--- config.mk ---
export PLATFORM = sky130hd
export DESIGN_NAME = kiss_random_bit_pool
export DESIGN_NICKNAME = d
export VERILOG_FILES = /design/src/rtl/core/krbp_pkg.sv /design/src/rtl/core/kiss_random_bit_pool.sv /design/src/rtl/core/krbp_gen.sv /design/src/rtl/core/krbp_pool.sv
export VERILOG_INCLUDE_DIRS = /design/src /design/src/rtl/core
export SDC_FILE = /design/constraint.sdc
export NUM_CORES = 2
export LEC_CHECK = 0
export ABC_AREA = 1
export BUFFER_PORTS_ARGS = -buffer_cell sky130_fd_sc_hd__buf_2
export CAP_MARGIN = 20
export CORE_MARGIN = 4
export CORE_UTILIZATION = 40
export DETAILED_ROUTE_END_ITERATION = 10
export PLACE_DENSITY = 0.6
export SETUP_SLACK_MARGIN = 0.4
export SYNTH_ARGS = -nofsm -noshare
export SYNTH_HDL_FRONTEND = slang
export SYNTH_SLANG_ARGS = --single-unit
--- constraint.sdc ---
create_clock -name i_clk -period 5.4 [get_ports i_clk]
set_clock_uncertainty 0.1 [all_clocks]
set_input_delay 1.08 -clock i_clk [delete_from_list [all_inputs] [get_ports i_clk]]
set_output_delay 1.08 -clock i_clk [all_outputs]
set_load 0.02 [all_outputs]
--- src/rtl/core/kiss_random_bit_pool_defines.svh ---
// ----------------------------------------------------------------------------
// kiss_random_bit_pool_defines.svh
// Assertion macros for the random bit pool. They expand to nothing when
// SYNTHESIS is defined.
// ----------------------------------------------------------------------------
`ifndef KISS_RANDOM_BIT_POOL_DEFINES_SVH
`define KISS_RANDOM_BIT_POOL_DEFINES_SVH

`ifndef SYNTHESIS
// Condition that must hold at every clock edge out of reset.
`define KRBP_ASSERT(lbl, cond, msg) \
    lbl: assert property (@(posedge i_clk) disable iff (!i_rst_n) (cond)) \
        else $error(msg);
// Consequent that must hold in the cycle after the antecedent.
`define KRBP_ASSERT_NEXT(lbl, ante, cons, msg) \
    lbl: assert property (@(posedge i_clk) disable iff (!i_rst_n) (ante) |=> (cons)) \
        else $error(msg);
`else
`define KRBP_ASSERT(lbl, cond, msg)
`define KRBP_ASSERT_NEXT(lbl, ante, cons, msg)
`endif

`endif

--- src/rtl/core/krbp_pkg.sv ---
// ----------------------------------------------------------------------------
// krbp_pkg
// Shared constants, types and helpers of the random bit pool.
// ----------------------------------------------------------------------------
package krbp_pkg;

    localparam int POOL_DEPTH = 16;
    localparam int IDX_W      = (POOL_DEPTH > 1) ? $clog2(POOL_DEPTH) : 1;
    localparam int WORD_W     = 32;
    localparam int LEFT_W     = 6;
    localparam int CFG_IDX_W  = 3;
    localparam int PW_W       = 5;
    localparam int MAX_BITS   = 32;

    localparam logic [WORD_W-1:0] COUNTER_STEP = 32'd1411392427;
    localparam logic [WORD_W-1:0] CARRY_MASK   = 32'd2147483647;
    localparam int SHIFT_A = 5;
    localparam int SHIFT_B = 7;
    localparam int SHIFT_C = 22;

    typedef enum logic [CFG_IDX_W-1:0] {
        CFG_SEED_0,
        CFG_SEED_1,
        CFG_SEED_2,
        CFG_SEED_3,
        CFG_POOL_WORDS
    } t_cfg_idx;

    typedef enum logic {
        REQ_RESTART = 1'b0,
        REQ_DRAW    = 1'b1
    } t_req;

    typedef enum logic [1:0] {
        S_IDLE,
        S_BIT,
        S_REFILL
    } t_state;

    typedef struct packed {
        logic load;
        logic step;
    } t_gen_cmd;

    typedef struct packed {
        logic [WORD_W-1:0] counter;
        logic [WORD_W-1:0] xorshift;
        logic [WORD_W-1:0] older;
        logic [WORD_W-1:0] newer;
    } t_seed;

    typedef struct packed {
        logic             clr;
        logic             wr_en;
        logic [IDX_W-1:0] wr_idx;
    } t_pool_cmd;

    typedef struct packed {
        logic             any;
        logic [IDX_W-1:0] first_idx;
    } t_pool_stat;

    // Index of the last pool word in use; zero counts as one word, and the
    // count is capped at the pool depth.
    function automatic logic [IDX_W-1:0] last_in_use(input logic [PW_W-1:0] pw);
        if (pw == '0) begin
            return '0;
        end else if (int'(pw) > POOL_DEPTH) begin
            return IDX_W'(POOL_DEPTH - 1);
        end else begin
            return IDX_W'(pw - 1'b1);
        end
    endfunction

endpackage

--- src/rtl/core/kiss_random_bit_pool.sv ---
// ----------------------------------------------------------------------------
// kiss_random_bit_pool
// Random bit pool fed by a KISS-style generator; draws up to 32 bits a word.
//
//   channel   dir   handshake                  payload
//   s_axis    in    s_axis_tvalid/tready       tuser: kind, tdata: bit count
//   m_axis    out   m_axis_tvalid/tready       tdata: drawn bits
//   cfg       in    i_cfg_valid/o_cfg_ready    i_cfg_index, i_cfg_data
//
// A restart word is taken and gives no result. A draw word of B bits is
// served by the sequencer, which pulls one bit a cycle while a pool word
// is usable and, once all N pool words in use are empty, refills them,
// stepping the shared generator one word a cycle.
// Reset is synchronous and clears the generator, the seeds and the pool valid
// bits at once. A finished result waits in the output register; a new word
// is taken meanwhile, and a later draw holds in its last step until the
// output register is free.
// ----------------------------------------------------------------------------
`include "kiss_random_bit_pool_defines.svh"

module kiss_random_bit_pool (
    input  logic                           i_clk,
    input  logic                           i_rst_n,
    // Request stream.
    input  logic                           s_axis_tvalid,
    output logic                           s_axis_tready,
    input  logic [7:0]                     s_axis_tdata,   // [5:0] bit_count
    input  logic [0:0]                     s_axis_tuser,   // [0] req_type
    // Result stream.
    output logic                           m_axis_tvalid,
    input  logic                           m_axis_tready,
    output logic [31:0]                    m_axis_tdata,   // [31:0] random_bits
    // Configuration write channel.
    input  logic                           i_cfg_valid,
    output logic                           o_cfg_ready,
    input  logic [krbp_pkg::CFG_IDX_W-1:0] i_cfg_index,
    input  logic [31:0]                    i_cfg_data
);
    import krbp_pkg::*;

    // Configuration registers.
    t_seed           r_seed;
    logic [PW_W-1:0] r_pool_words;

    // Sequencer state.
    t_state             r_state, n_state;
    logic [LEFT_W-1:0]  r_left, n_left;
    logic [WORD_W-1:0]  r_result, n_result;
    logic [IDX_W-1:0]   r_last_idx, n_last_idx;
    logic [IDX_W-1:0]   r_fill, n_fill;
    logic               r_use0, n_use0;

    // Output register.
    logic               r_out_valid;
    logic [WORD_W-1:0]  r_out_data;
    logic               out_load;
    logic               out_free;

    // Shared units.
    t_gen_cmd           gen_cmd;
    logic [WORD_W-1:0]  gen_word;
    t_pool_cmd          pool_cmd;
    t_pool_stat         pool_stat;
    logic [WORD_W-1:0]  pool_wr_data;
    logic [WORD_W-1:0]  pool_rd_data;
    logic [IDX_W-1:0]   pool_rd_idx;

    logic               in_accept;
    logic [LEFT_W-1:0]  req_bits;

    // The configuration port never stalls; the user must write only while idle, which the block does not enforce.
    assign o_cfg_ready = 1'b1;

    always_ff @(posedge i_clk) begin
        if (!i_rst_n) begin
            r_seed       <= '0;
            r_pool_words <= PW_W'(1);
        end else if (i_cfg_valid) begin
            unique case (t_cfg_idx'(i_cfg_index))
                CFG_SEED_0:     r_seed.counter  <= i_cfg_data;
                CFG_SEED_1:     r_seed.xorshift <= i_cfg_data;
                CFG_SEED_2:     r_seed.older    <= i_cfg_data;
                CFG_SEED_3:     r_seed.newer    <= i_cfg_data;
                CFG_POOL_WORDS: r_pool_words    <= i_cfg_data[PW_W-1:0];
                default: begin
                end
            endcase
        end
    end

    krbp_gen u_gen (
        .i_clk   (i_clk),
        .i_rst_n (i_rst_n),
        .i_cmd   (gen_cmd),
        .i_seed  (r_seed),
        .o_word  (gen_word)
    );

    krbp_pool u_pool (
        .i_clk      (i_clk),
        .i_rst_n    (i_rst_n),
        .i_cmd      (pool_cmd),
        .i_wr_data  (pool_wr_data),
        .i_rd_idx   (pool_rd_idx),
        .i_last_idx (r_last_idx),
        .o_rd_data  (pool_rd_data),
        .o_stat     (pool_stat)
    );

    assign s_axis_tready = (r_state == S_IDLE);
    assign in_accept     = s_axis_tvalid && s_axis_tready;

    // Bit counts above the word width saturate.
    assign req_bits = (s_axis_tdata[LEFT_W-1:0] > LEFT_W'(MAX_BITS))
                    ? LEFT_W'(MAX_BITS) : s_axis_tdata[LEFT_W-1:0];

    // Right after a refill, word 0 is taken even when it came out zero.
    assign pool_rd_idx = r_use0 ? '0 : pool_stat.first_idx;

    assign out_free = !r_out_valid || m_axis_tready;

    always_comb begin
        n_state      = r_state;
        n_left       = r_left;
        n_result     = r_result;
        n_last_idx   = r_last_idx;
        n_fill       = r_fill;
        n_use0       = r_use0;
        gen_cmd      = '0;
        pool_cmd     = '0;
        pool_cmd.wr_idx = pool_rd_idx;
        pool_wr_data = pool_rd_data >> 1;
        out_load     = 1'b0;

        unique case (r_state)
            S_IDLE: begin
                if (in_accept) begin
                    if (t_req'(s_axis_tuser[0]) == REQ_RESTART) begin
                        gen_cmd.load = 1'b1;
                        pool_cmd.clr = 1'b1;
                    end else begin
                        n_state    = S_BIT;
                        n_left     = req_bits;
                        n_result   = '0;
                        n_last_idx = last_in_use(r_pool_words);
                        n_use0     = 1'b0;
                    end
                end
            end
            S_BIT: begin
                if (r_left == '0) begin
                    if (out_free) begin
                        out_load = 1'b1;
                        n_state  = S_IDLE;
                    end
                end else if (r_use0 || pool_stat.any) begin
                    // Take the low bit of the chosen word and shift it out.
                    pool_cmd.wr_en = 1'b1;
                    n_result = {r_result[WORD_W-2:0], pool_rd_data[0]};
                    n_left   = r_left - 1'b1;
                    n_use0   = 1'b0;
                end else begin
                    // Every word in use is empty: start a refill.
                    gen_cmd.step = 1'b1;
                    n_fill       = '0;
                    n_state      = S_REFILL;
                end
            end
            S_REFILL: begin
                pool_cmd.wr_en  = 1'b1;
                pool_cmd.wr_idx = r_fill;
                pool_wr_data    = gen_word;
                if (r_fill == r_last_idx) begin
                    n_state = S_BIT;
                    n_use0  = 1'b1;
                end else begin
                    gen_cmd.step = 1'b1;
                    n_fill       = r_fill + 1'b1;
                end
            end
            default: begin
                n_state = S_IDLE;
            end
        endcase
    end

    always_ff @(posedge i_clk) begin
        if (!i_rst_n) begin
            r_state <= S_IDLE;
            r_left  <= '0;
            r_fill  <= '0;
            r_use0  <= 1'b0;
            r_last_idx <= '0;
        end else begin
            r_state <= n_state;
            r_left  <= n_left;
            r_fill  <= n_fill;
            r_use0  <= n_use0;
            r_last_idx <= n_last_idx;
        end
    end

    always_ff @(posedge i_clk) begin
        r_result <= n_result;
    end

    always_ff @(posedge i_clk) begin
        if (!i_rst_n) begin
            r_out_valid <= 1'b0;
        end else if (out_load) begin
            r_out_valid <= 1'b1;
        end else if (m_axis_tready) begin
            r_out_valid <= 1'b0;
        end
    end

    always_ff @(posedge i_clk) begin
        if (out_load) begin
            r_out_data <= r_result;
        end
    end

    assign m_axis_tvalid = r_out_valid;
    assign m_axis_tdata  = r_out_data;

    // A refill never writes past the last word in use.
    `KRBP_ASSERT(a_fill_in_range, (r_state != S_REFILL) || (r_fill <= r_last_idx), "refill index out of range")
    // The bit counter never exceeds the word width.
    `KRBP_ASSERT(a_left_in_range, r_left <= LEFT_W'(MAX_BITS), "bit counter out of range")
    // After a restart the pool holds no usable word.
    `KRBP_ASSERT_NEXT(a_restart_clears, in_accept && (s_axis_tuser[0] == REQ_RESTART), !pool_stat.any, "pool not cleared by restart")
    // A draw always enters the bit extraction step.
    `KRBP_ASSERT_NEXT(a_draw_starts, in_accept && (s_axis_tuser[0] == REQ_DRAW), r_state == S_BIT, "draw did not start")

endmodule

--- src/rtl/core/krbp_gen.sv ---
// ----------------------------------------------------------------------------
// krbp_gen
// Generator state: additive counter, xorshift word and add-with-carry pair.
// ----------------------------------------------------------------------------
module krbp_gen (
    input  logic                      i_clk,
    input  logic                      i_rst_n,
    input  krbp_pkg::t_gen_cmd        i_cmd,
    input  krbp_pkg::t_seed           i_seed,
    output logic [krbp_pkg::WORD_W-1:0] o_word
);
    import krbp_pkg::*;

    logic [WORD_W-1:0] r_counter, n_counter;
    logic [WORD_W-1:0] r_xorshift, n_xorshift;
    logic [WORD_W-1:0] r_older, n_older;
    logic [WORD_W-1:0] r_newer, n_newer;
    logic              r_carry, n_carry;

    logic [WORD_W-1:0] xs_a, xs_b, awc_sum;

    always_comb begin
        xs_a    = r_xorshift ^ (r_xorshift << SHIFT_A);
        xs_b    = xs_a ^ (xs_a >> SHIFT_B);
        awc_sum = r_older + r_newer + WORD_W'(r_carry);

        n_counter  = r_counter;
        n_xorshift = r_xorshift;
        n_older    = r_older;
        n_newer    = r_newer;
        n_carry    = r_carry;
        if (i_cmd.load) begin
            n_counter  = i_seed.counter;
            n_xorshift = i_seed.xorshift;
            n_older    = i_seed.older;
            n_newer    = i_seed.newer;
            n_carry    = 1'b0;
        end else if (i_cmd.step) begin
            n_counter  = r_counter + COUNTER_STEP;
            n_xorshift = xs_b ^ (xs_b << SHIFT_C);
            n_older    = r_newer;
            n_newer    = awc_sum & CARRY_MASK;
            n_carry    = awc_sum[WORD_W-1];
        end
    end

    always_ff @(posedge i_clk) begin
        if (!i_rst_n) begin
            r_counter  <= '0;
            r_xorshift <= '0;
            r_older    <= '0;
            r_newer    <= '0;
            r_carry    <= 1'b0;
        end else begin
            r_counter  <= n_counter;
            r_xorshift <= n_xorshift;
            r_older    <= n_older;
            r_newer    <= n_newer;
            r_carry    <= n_carry;
        end
    end

    // The output word is formed from the state after the step.
    assign o_word = r_counter + r_xorshift + r_newer;

endmodule

--- src/rtl/core/krbp_pool.sv ---
// ----------------------------------------------------------------------------
// krbp_pool
// Pool words with per-word valid bits and a first-nonzero search.
// ----------------------------------------------------------------------------
module krbp_pool (
    input  logic                        i_clk,
    input  logic                        i_rst_n,
    input  krbp_pkg::t_pool_cmd         i_cmd,
    input  logic [krbp_pkg::WORD_W-1:0] i_wr_data,
    input  logic [krbp_pkg::IDX_W-1:0]  i_rd_idx,
    input  logic [krbp_pkg::IDX_W-1:0]  i_last_idx,
    output logic [krbp_pkg::WORD_W-1:0] o_rd_data,
    output krbp_pkg::t_pool_stat        o_stat
);
    import krbp_pkg::*;

    logic [WORD_W-1:0]     r_word [POOL_DEPTH];
    logic [POOL_DEPTH-1:0] r_valid;
    logic [POOL_DEPTH-1:0] nonzero;

    always_ff @(posedge i_clk) begin
        if (!i_rst_n || i_cmd.clr) begin
            r_valid <= '0;
        end else if (i_cmd.wr_en) begin
            r_valid[i_cmd.wr_idx] <= 1'b1;
        end
    end

    always_ff @(posedge i_clk) begin
        if (i_cmd.wr_en) begin
            r_word[i_cmd.wr_idx] <= i_wr_data;
        end
    end

    // A word that was never written since the last clear reads as zero.
    assign o_rd_data = r_valid[i_rd_idx] ? r_word[i_rd_idx] : '0;

    always_comb begin
        for (int i = 0; i < POOL_DEPTH; i++) begin
            nonzero[i] = r_valid[i] && (r_word[i] != '0);
        end
        o_stat = '0;
        for (int i = POOL_DEPTH - 1; i >= 0; i--) begin
            if (nonzero[i] && (IDX_W'(i) <= i_last_idx)) begin
                o_stat.any       = 1'b1;
                o_stat.first_idx = IDX_W'(i);
            end
        end
    end

endmodule
==> qor.csv <==
stage;metric;value;unit
worst_setup_path;signal arrival time at the worst endpoint;4.93;ns
timing;Final Hold Fails;0;
grt;initial antenna violation count;1;
timing;slew of the pin with the lowest slew margin;1.14;ns
clock_tree;Worst-path clk slew;0.06;ns
worst_setup_path;CP Capture Type;register;
floorplan;Row Count;117;
placed_design;post-detail-place hpwl;76300;um
timing;Final Cycle Share;85.8;%
pwr;Seq pwr share;46.3;%
routing;final wirelength;115000;um
pwr;switching share of power;28.7;%
logic_synthesis;ys flop type;edfxtp_1;
pwr;sw power;4.92;mW
clock_tree;post-CTS sizing;0;
final_layout;leading cell types in the layout, fill and taps excluded;1058 x nand2_1, 661 x nand3_1, 576 x edfxtp_1, 372 x nor2_1, 296 x dfxtp_1;
min_path;HP Class;reg -> reg;
floorplan;Placeable Area;0.102;mm2
pwr;Peak supply drop;297;uV
clock_tree;CTS sink cnt;872;
final_layout;final core occ;45.4;%
pwr;Leak Pwr;17.6;nW
pwr;Clock power frac;38.0;%
timing;setup repair after global routing missed its margin;no;
floorplan;die area;0.108;mm2
pwr;P per Cell Area;370;mW/mm2
timing;Worst slew margin;24.2;%
final_layout;most common cell after layout, fill and taps aside;nand2_1;
clock_tree;CTS tree;yes;
pwr;Pint;12.2;mW
floorplan;Initial Util;40.4;%
run_status;outcome;complete, no violations;
worst_setup_path;Crit Path Class;reg -> reg;
worst_setup_path;Startpoint Class;register;
timing;Final Max Slew Viols;0;
routing;Post-route DRC;0;
routing;Routed Antenna Nets;0;
logic_synthesis;Syn Area/Cell;9.19;um2
grt;total congestion overflow;0;
routing;metal2 WL;52400;um
final_layout;share of cells above drive strength 1;7.92;%
logic_synthesis;Post-synth EDFFs;576;
worst_setup_path;WP data required;5.69;ns
clock_tree;Skew-Pair Late Insertion Delay;0.66;ns
timing;Hold Worst Slack;0.322;ns
clock_tree;H-Tree Depth;3;
final_layout;area grow syn2layout;12.3;%
routing;Avg Vias per Cell;5.40;
timing;final setup vio count;0;
routing;WL per Instance;19.2;um
logic_synthesis;Synth Instances;4494;
placed_design;GP Congestion;0.876;
routing;Top Metal Used;met4;
grt;first-pass GRT wire length;176000;um
placed_design;PortBufs;80;
clock_tree;CTS Root Cell;clkbuf_16;
worst_setup_path;worst-path maximum fanout;55;
logic_synthesis;sequential share of the synthesized area;56.2;%
grt;largest net degree at the start of global routing;149;
grt;vias in the first global route;30538;
logic_synthesis;Yosys reg bits;872;
logic_synthesis;Post-synth ARST share;0;%
timing;Final TNS setup;0;ns
pwr;combinational power share;15.7;%
logic_synthesis;Syn Nets;4645;
logic_synthesis;YS warnings;0;
run;Max Cap Violations;0;
routing;DRT iter0 DRCs;3077;
floorplan;num ports;84;
logic_synthesis;Post-Syn Area;0.0413;mm2
logic_synthesis;count of different cell masters after synthesis;51;
floorplan;Die Y;329;um
floorplan;die span in x;329;um
routing;drt first pass iters;5;
routing;met3 routed WL;7700;um
clock_tree;Max clock buf depth;3;
clock_tree;number of buffers created by CTS;96;
clock_tree;postcts setup bufs;0;
routing;vias;32255;
timing;Max Fclk;0.216;GHz
timing;Final min period;4.63;ns
routing;Routed met1 length;50900;um
grt;GRT Total Usage;20.7;%
clock_tree;hold_buf cts;0;
final_layout;nets;4681;
-- power by group through the flow --
| stage | Combinational (mW) | Clock (mW) | Sequential, mW |
|---|---|---|---|
| 2_1_floorplan | 1.76 | 0 | 8.07 |
| 3_3_place_gp | 2.65 | 0 | 8.06 |
| 3_5_place_dp | 2.67 | 0 | 8.07 |
| 4_1_cts | 2.69 | 6.64 | 7.94 |
| 5_1_grt | 2.97 | 6.92 | 7.98 |
| 6_report | 2.70 | 6.51 | 7.94 |
-- metal layers --
metal	vias up	global-route usage, %
li1	15600	-
met1	15347	28.7
met2	1099	33.4
met3	209	3.28
met4	0	6.43
met5	-	0
-- through the flow --
| step | std cells | power [mW] | cell area (um2) | setup WS (ns) |
|---|---|---|---|---|
| 2_1_floorplan | 4494 | 9.83 | 41300 | 1.05 |
| 3_3_place_gp | 5799 | 10.7 | 43200 | 0.736 |
| 3_5_place_dp | 5800 | 10.7 | 43200 | 0.681 |
| 4_1_cts | 5975 | 17.3 | 46300 | 0.667 |
| 5_1_grt | 5975 | 17.9 | 46400 | 0.445 |
| 6_report | 5976 | 17.1 | 46400 | 0.766 |
-- final cells by class --
| type | instances | area [um2] |
|---|---|---|
| fillers | 9836 | 55800 |
| flip-flops and latches | 872 | 23200 |
| multi-input cells | 3128 | 16000 |
| clock buffers | 129 | 2660 |
| well taps | 1368 | 1710 |
| repair buffers | 182 | 1360 |
| inverters | 250 | 941 |
| clock inverters | 46 | 459 |
| diodes | 1 | 2.50 |
-- worst max-delay path: stages, from the launching register on --
cell and delay, ns:
edfxtp_1 0.38, nor4_1 0.63, nand4_1 0.28, o21ai_0 0.28, nand2_1 0.08, nand2_1 0.06, nand2_1 0.09, nand2_1 0.08
nand2_1 0.05, nand2_1 0.05, nand2_1 0.05, nand2_1 0.05, nand2_1 0.12, nand2_8 0.35, nand2_8 0.35, buf_12 0.31
inv_1 0.27, nand2_1 0.09, nand3_1 0.08, nand3_1 0.12, nand3_1 0.21, a21oi_1 0.10, buf_4 0.17
-- cell usage after synthesis (70+ instances only) --
library cell	number	area (um2)
nand2_1	1059	3980
nand3_1	663	3320
edfxtp_1	576	17300
nor2_1	376	1410
dfxtp_1	296	5930
inv_1	245	920
o21ai_0	228	1140
a21oi_1	189	946
clkbuf_1	137	514
a31oi_1	101	632
nor4_1	86	538
xor2_1	70	613
-- logic make-up after synthesis --
| family | Yosys count | synth area share [%] |
|---|---|---|
| xor gates and xnor gates | 133 | 2.82 |
| other | 1 | 0.00908 |
| DFF | 872 | 56.2 |
| buffers and inverters | 494 | 5.29 |
| AOI/OAI and AO/OA | 593 | 7.85 |
| and+or+nand+nor | 2299 | 24.1 |
| adders and majority gates | 102 | 3.71 |
-- state kept, by name, summed over array words and instances (netlist names) --
register / cells
u_pool.r_word: 512
r_state: 2
u_gen.r_carry: 1
u_gen.r_newer: 32
r_result: 32
r_last_idx: 4
m_axis_tvalid: 1
u_gen.r_counter: 32
u_gen.r_older: 32
r_left: 6
r_seed: 128
r_use0: 1
u_gen.r_xorshift: 32
r_pool_words: 5
r_fill: 4
m_axis_tdata: 32
u_pool.r_valid: 16
-- path summary, 6_finish.rpt --
kind | end | start | slack [ns] | cells after the start
setup reg to reg | r_result[0] | u_pool.r_word[10][13] | 0.77 | 22
setup / recovery | r_result[0] | u_pool.r_word[10][13] | 0.77 | 22
hold reg to reg | m_axis_tdata[31] | r_result[31] | 0.32 | 0
hold / removal | m_axis_tdata[31] | r_result[31] | 0.32 | 0
Power figures use the tool's default switching activity.
